$ cat src/hdl/rbts_pkg.sv
// ----------------------------------------------------------------------------
// rbts_pkg
// Shared widths, register codes, reset values and controller/datapath
// command and status types for the rolling band trade signal block.
// ----------------------------------------------------------------------------
`default_nettype none

package rbts_pkg;

   localparam int WINDOW_MAX_DEF = 64;

   localparam int PRICE_W    = 24;
   localparam int CASH_W     = 48;
   localparam int POS_W      = 11;
   localparam int LEN_W      = 7;
   localparam int LIMIT_W    = 10;
   localparam int MULT_W     = 5;
   localparam int PMAG_W     = 5;
   localparam int PSQ_W      = 9;
   localparam int ORDER_W    = 2;
   localparam int CSR_IDX_W  = 2;
   localparam int CSR_DATA_W = 10;
   localparam int LEN_MAX    = (1 << LEN_W) - 1;

   localparam logic [LEN_W-1:0]         WINDOW_LEN_RESET     = 7'd20;
   localparam logic [LIMIT_W-1:0]       POSITION_LIMIT_RESET = 10'd5;
   localparam logic signed [MULT_W-1:0] THRESHOLD_MULT_RESET = 5'sd2;

   typedef enum logic [ORDER_W-1:0] {
      ORDER_NONE = 2'd0,
      ORDER_BUY  = 2'd1,
      ORDER_SELL = 2'd2
   } order_type;

   typedef enum logic [CSR_IDX_W-1:0] {
      CSR_WINDOW_LEN     = 2'd0,
      CSR_POSITION_LIMIT = 2'd1,
      CSR_THRESHOLD_MULT = 2'd2
   } csr_index_type;

   typedef struct packed {
      logic accept;
      logic sum_step;
      logic square_step;
      logic product_step;
      logic spread_step;
      logic scale_step;
      logic trade_step;
      logic report_step;
   } dp_cmd_type;

   typedef struct packed {
      logic trade_enable;
   } dp_status_type;

endpackage

`default_nettype wire

$ cat src/hdl/rbts_ctrl.sv
// ----------------------------------------------------------------------------
// rbts_ctrl
// Step sequencer: accepts one beat, walks the datapath through the window
// update and, for trading beats, the band test and trade steps, and owns the result valid flag.
// ----------------------------------------------------------------------------
`default_nettype none

module rbts_ctrl
   import rbts_pkg::*;
(
   input  wire logic          clock,
   input  wire logic          reset,
   input  wire logic          req_valid,
   output      logic          req_stall,
   output      logic          rsp_valid,
   input  wire logic          rsp_stall,
   output      dp_cmd_type    cmd,
   input  wire dp_status_type status
);

   typedef enum logic [7:0] {
      ST_IDLE    = 8'b0000_0001,
      ST_SUM     = 8'b0000_0010,
      ST_SQUARE  = 8'b0000_0100,
      ST_PRODUCT = 8'b0000_1000,
      ST_SPREAD  = 8'b0001_0000,
      ST_SCALE   = 8'b0010_0000,
      ST_TRADE   = 8'b0100_0000,
      ST_REPORT  = 8'b1000_0000
   } state_type;

   state_type state_ff, state_in;
   logic      rsp_valid_ff, rsp_valid_in;
   logic      load;

   assign req_stall = (state_ff != ST_IDLE);
   assign rsp_valid = rsp_valid_ff;
   assign load      = (state_ff == ST_REPORT) && !(rsp_valid_ff && rsp_stall);

   always_comb begin
      cmd              = '0;
      cmd.accept       = (state_ff == ST_IDLE) && req_valid;
      cmd.sum_step     = (state_ff == ST_SUM);
      cmd.square_step  = (state_ff == ST_SQUARE);
      cmd.product_step = (state_ff == ST_PRODUCT);
      cmd.spread_step  = (state_ff == ST_SPREAD);
      cmd.scale_step   = (state_ff == ST_SCALE);
      cmd.trade_step   = (state_ff == ST_TRADE);
      cmd.report_step  = load;
   end

   always_comb begin
      state_in = state_ff;
      case (state_ff)
         ST_IDLE: begin
            if (req_valid) state_in = ST_SUM;
         end
         ST_SUM:     state_in = ST_SQUARE;
         ST_SQUARE:  state_in = status.trade_enable ? ST_PRODUCT : ST_REPORT;
         ST_PRODUCT: state_in = ST_SPREAD;
         ST_SPREAD:  state_in = ST_SCALE;
         ST_SCALE:   state_in = ST_TRADE;
         ST_TRADE:   state_in = ST_REPORT;
         ST_REPORT: begin
            if (load) state_in = ST_IDLE;
         end
         default:    state_in = ST_IDLE;
      endcase
   end

   always_comb begin
      rsp_valid_in = rsp_valid_ff;
      if (load) begin
         rsp_valid_in = 1'b1;
      end else if (rsp_valid_ff && !rsp_stall) begin
         rsp_valid_in = 1'b0;
      end
   end

   always_ff @(posedge clock) begin
      if (reset) begin
         state_ff     <= ST_IDLE;
         rsp_valid_ff <= 1'b0;
      end else begin
         state_ff     <= state_in;
         rsp_valid_ff <= rsp_valid_in;
      end
   end

endmodule

`default_nettype wire

$ cat config.mk
export PLATFORM = sky130hd
export DESIGN_NAME = rbts_ctrl
export DESIGN_NICKNAME = d
export VERILOG_FILES = /design/src/hdl/rbts_pkg.sv /design/src/hdl/rbts_ctrl.sv
export SDC_FILE = /design/constraint.sdc
export NUM_CORES = 1
export LEC_CHECK = 0
export BUFFER_PORTS_ARGS = -buffer_cell sky130_fd_sc_hd__buf_4
export CORE_AREA = 3 3 40 42
export CTS_CLUSTER_DIAMETER = 40
export DETAILED_ROUTE_END_ITERATION = 8
export DIE_AREA = 0 0 43 45
export PLACE_DENSITY = 0.7
export SLEW_MARGIN = 20
export SYNTH_ARGS = -nofsm -noshare
export SYNTH_HDL_FRONTEND = slang
export SYNTH_SLANG_ARGS = --single-unit
export TNS_END_PERCENT = 10
$ cat constraint.sdc
create_clock -name clock -period 1.3 [get_ports clock]
set_input_delay 0.13 -clock clock [delete_from_list [all_inputs] [get_ports clock]]
set_output_delay 0.13 -clock clock [all_outputs]
set_load 0.01 [all_outputs]
==> Yosys cells after proc, flatten, opt, wreduce, memory -nomap -nowiden <==
Cells that the tools add are included.
{ "classes": {"eq_ne": 11, "reduce_logical": 8, "muxes": 6} }
{ "op_table": {"columns": ["operator", "n"], "rows": [
  ["$pmux W8 S8", 1],
  ["$mux W8", 3],
  ["$eq A8 B1 Y1 const B", 1],
  ["$eq A8 B2 Y1 const B", 1],
  ["$eq A8 B3 Y1 const B", 1],
  ["$eq A8 B4 Y1 const B", 1],
  ["$eq A8 B5 Y1 const B", 1],
  ["$eq A8 B6 Y1 const B", 1],
  ["$eq A8 B7 Y1 const B", 1],
  ["$eq A8 B8 Y1 const B", 1],
  ["$ne A8 B1 Y1 const B", 1],
  ["$logic_and A1 B1 Y1", 4],
  ["$ne A2 B2 Y1 const B", 2],
  ["$logic_not A1 Y1", 2],
  ["$mux W1", 2],
  ["$reduce_and A2 Y1", 1],
  ["$reduce_bool A2 Y1", 1]
]} }
{ "totals": {"regBits": 9, "output_inout_bits": 10, "in_bits": 5} }

==> Logic depth before layout (Yosys ltp) <==
{ "logic_depth": {"word_depth": 5, "ltp_mapped": 5} }

==> Worst setup path before layout <==
OpenSTA, ideal clock, no wires.
{ "synth_path": {"path_type": "register -> output", "from": "register state_ff[7]", "to": "output port cmd[2] in the netlist's numbering", "stages_incl_launch_ff": 4, "setup_slack_ps": 5, "t_arrival_ps": 1165, "required_ps": 1170, "n_path_buf": 0, "path_cell_list": "dfxtp_1 nor4_2 nand2_1 nor3b_1"} }
{ "synth_rtl": {"columns": ["element", "line", "rtl"], "rows": [
  ["from (decl)", "rbts_ctrl.sv:32", "state_type state_ff, state_in;"],
  ["from (signal assigned)", "rbts_ctrl.sv:85", "state_ff <= state_in;"],
  ["to (decl)", "rbts_ctrl.sv:17", "output dp_cmd_type cmd,"]
]} }

==> impl_metrics.ini <==
[floorplan]
design.die.area_um2 = 1940
placeableCoreArea_um2 = 1280
die_width_um = 43
std_cell_rows = 13
floorplan.die.height_um = 45
effective_utilization_at_floorplan_pct = 41.4
pin_count = 15

[critical_path]
critPathMaxFanout = 6
crit_path_top_delay_cell = sky130_fd_sc_hd__nor4_4
worstPathCellList = nor4_4, nand4b_1, a21oi_1, buf_4
criticalPathCategory = reg -> out
critical_path.endpoint_type = primary output
kind_of_start_point_of_the_critical_path = flop
reg2reg_to = state_ff[7]
worst-r2r-cell-count = 3
worstPathArrival_ps = 1430
critical_path_required_ps = 1170
slowest_delay_ps = 390
critical_path.reg2reg.startpoint = state_ff[7]
setup.reg_to_reg.worst_slack_ps = -50
path_buf_inv = 1
critPathTopFamily = simple AND/OR/NAND/NOR gates

[min_path]
hp-class = in -> reg
hold_ep = rsp_valid
worst_hold_startpoint = reset
hold_depth = 2

[routing]
route.detailed.drc = 0
vias_per_cell = 5.03
detail_route.first_pass.iterations = 4
routed-via-count = 478
route.final.wire_length_um = 1190
route.antenna.remaining_nets = 0
drt_iter0_markers = 1
wl_per_cell_um = 12.5

[cells_and_area]
fillCellCount = 112
layout.cells.most_common = sky130_fd_sc_hd__buf_4
drive_above_1_share_pct = 53.8
syn2layout_area_growth_pct = 45.2
final_cell_mix = sky130_fd_sc_hd__buf_4 (23), sky130_fd_sc_hd__nor2_1 (5), sky130_fd_sc_hd__dfxtp_1 (5)
area_of_the_multi_input_gates_um2 = 365
final-seq-area_um2 = 185
nets = 86
post-route-util_pct = 60.1
antenna_cells_inserted = 0

[clock_tree]
clock_tree.htree_level_count = 1
tritoncts = yes
clk_latency_ps = 260
cts.path.max_buffers = 2
cts-buffers-inserted = 3
clock_sink_count = 9
ctsRootBufferMaster = sky130_fd_sc_hd__clkbuf_4
ctsHoldBuffers = 0
clkTransAtPathRegs_ps = 60

[timing]
tightest_slew_ps = 352
rsz_0062_raised_after_global_routing = yes
timing_max_transition_violations_final = 0
finClkSkew_ps = 6.68
final.setup.worst_slack_ps = -265
final.min_clock_period_ps = 1560
setup_viol_count_final = 11
timing.slew.headroom_pct = 76.4
final_min_period_over_clock_period_pct = 120
hold_violations = 0
holdWs_ps = 94.4
clock.fmax_ghz = 0.639

[global_routing]
largest_net_degree_at_the_start_of_global_routing = 9
number_of_global_route_vias_before_repair = 452
grt_usage_pct = 13.6
antenna_found_initial = 0
wire_length_of_the_first_global_routing_pass_um = 1900
gr-total-overflow = 0

[run_status]
outcome = finished, violations left
failed_checks = setup timing

[placement]
hpwl_um = 859
numPortBuffers = 14
gp_weighted_congestion = 0.761

[pwr]
leakage_uw = 0.000354
max-vdd-ir-drop_mv = 0.679
totalPowerFinal_uw = 667
power_per_cell_area_nw_per_um2 = 864

[synthesis]
syn_nets = 61
netlist_area_um2 = 532
postSynthCellCount = 56
synth_seq_cells = 9
yosysWarnings = 0
synth_seq_area_share_pct = 33.9
ys_types = 29
syn_area_per_cell_um2 = 9.50

[job]
timing.max_cap.violations = 0
Yosys cell counts:
cell | count | area (µm²)
sky130_fd_sc_hd__and4b_1 | 1 | 10.0
sky130_fd_sc_hd__and3b_1 | 1 | 8.76
sky130_fd_sc_hd__nor4_2 | 1 | 12.5
sky130_fd_sc_hd__a21oi_1 | 2 | 10.0
sky130_fd_sc_hd__and3_1 | 4 | 25.0
sky130_fd_sc_hd__nand4b_1 | 1 | 8.76
sky130_fd_sc_hd__nor4b_2 | 1 | 15.0
sky130_fd_sc_hd__nand3_1 | 1 | 5.00
sky130_fd_sc_hd__nor3_1 | 2 | 10.0
sky130_fd_sc_hd__clkbuf_2 | 1 | 5.00
sky130_fd_sc_hd__dfxtp_1 | 9 | 180
sky130_fd_sc_hd__nor3b_1 | 3 | 22.5
sky130_fd_sc_hd__nor2_1 | 5 | 18.8
sky130_fd_sc_hd__inv_1 | 1 | 3.75
sky130_fd_sc_hd__or4_4 | 1 | 11.3
sky130_fd_sc_hd__o41ai_1 | 1 | 8.76
sky130_fd_sc_hd__nand2_1 | 3 | 11.3
sky130_fd_sc_hd__and2b_2 | 3 | 26.3
sky130_fd_sc_hd__o21a_1 | 1 | 7.51
sky130_fd_sc_hd__and4b_2 | 1 | 11.3
sky130_fd_sc_hd__buf_4 | 2 | 15.0
sky130_fd_sc_hd__nor4b_1 | 3 | 26.3
sky130_fd_sc_hd__a41oi_1 | 1 | 8.76
sky130_fd_sc_hd__nor4_4 | 1 | 21.3
sky130_fd_sc_hd__o211a_1 | 1 | 10.0
sky130_fd_sc_hd__nor2b_1 | 1 | 6.26
sky130_fd_sc_hd__or2_2 | 1 | 6.26
sky130_fd_sc_hd__xnor2_1 | 1 | 8.76
sky130_fd_sc_hd__xor2_1 | 2 | 17.5
worst max path at each step:
stage | cells past startpoint | end | startpoint | slack [ps]
floorplan | 3 | cmd[2] | state_ff[7] | 5
global placement | 4 | cmd[2] | state_ff[7] | -30
detailed placement | 4 | cmd[2] | state_ff[7] | -50
CTS | 4 | cmd[0] | state_ff[5] | -290
global route | 4 | cmd[0] | state_ff[5] | -370
finish | 4 | cmd[0] | state_ff[5] | -260
layer usage:
metal	share of wire [%]	track usage [%]
met1	44	16.0
met2	48	21.9
met3	7.0	7.17
met4	0.84	3.61
met5	0	0
metrics by stage:
step                area [µm²]  setup WS, ps  TNS, ps  instances
global route               772          -370    -2950         95
detailed placement         696         -50.0     -139         90
floorplan                  532          4.81        0         56
global placement           696         -29.8    -86.4         90
finish                     772          -265    -2070         95
CTS                        749          -292    -2190         95
registers in the layout, summed over array words and instances, names as in the netlist:
name	flops
state_ff	8
rsp_valid	1
cells by family (layout without fill, tap and decap cells):
| logic type | after synthesis | after routing | share of synthesized area, % |
|---|---|---|---|
| buf+inv | 4 | 28 | 4.47 |
| xor+xnor | 3 | 3 | 4.94 |
| compound gates | 6 | 6 | 8.47 |
| simple gates | 34 | 34 | 48.2 |
| flops | 9 | 9 | 33.9 |
cell type report:
class / instances / area share, %
Clock buffer: 4 / 3.40
Sequential cell: 9 / 24.0
Tap cell: 15 / 2.43
Timing Repair Buffer: 23 / 22.4
Inverter: 1 / 0.486
Multi-Input combinational cell: 43 / 47.3
worst reg2reg max path, delay by kind of cell, from the launching register on:
kind / cells / cell delay (ps)
simple gates: 2 / 800
flops: 1 / 340
compound gates: 1 / 140
power by group:
part / internal (µW) / leakage (µW) / switching (µW)
registers: 285 / 0.0000749 / 13.1
clock network: 118 / 0.0000150 / 102
logic: 78.2 / 0.000264 / 70.1
total: 482 / 0.000354 / 185
repair_timing:
| item | CTS | global route |
|---|---|---|
| endpoints found under the setup margin | 11 | 12 |
| gates cloned | 0 | 0 |
| pin swaps | 5 | 4 |
| resized for setup | 6 | 4 |
| setup buffers | 1 | 0 |
No activity file was read; power rests on OpenSTA's default activity.
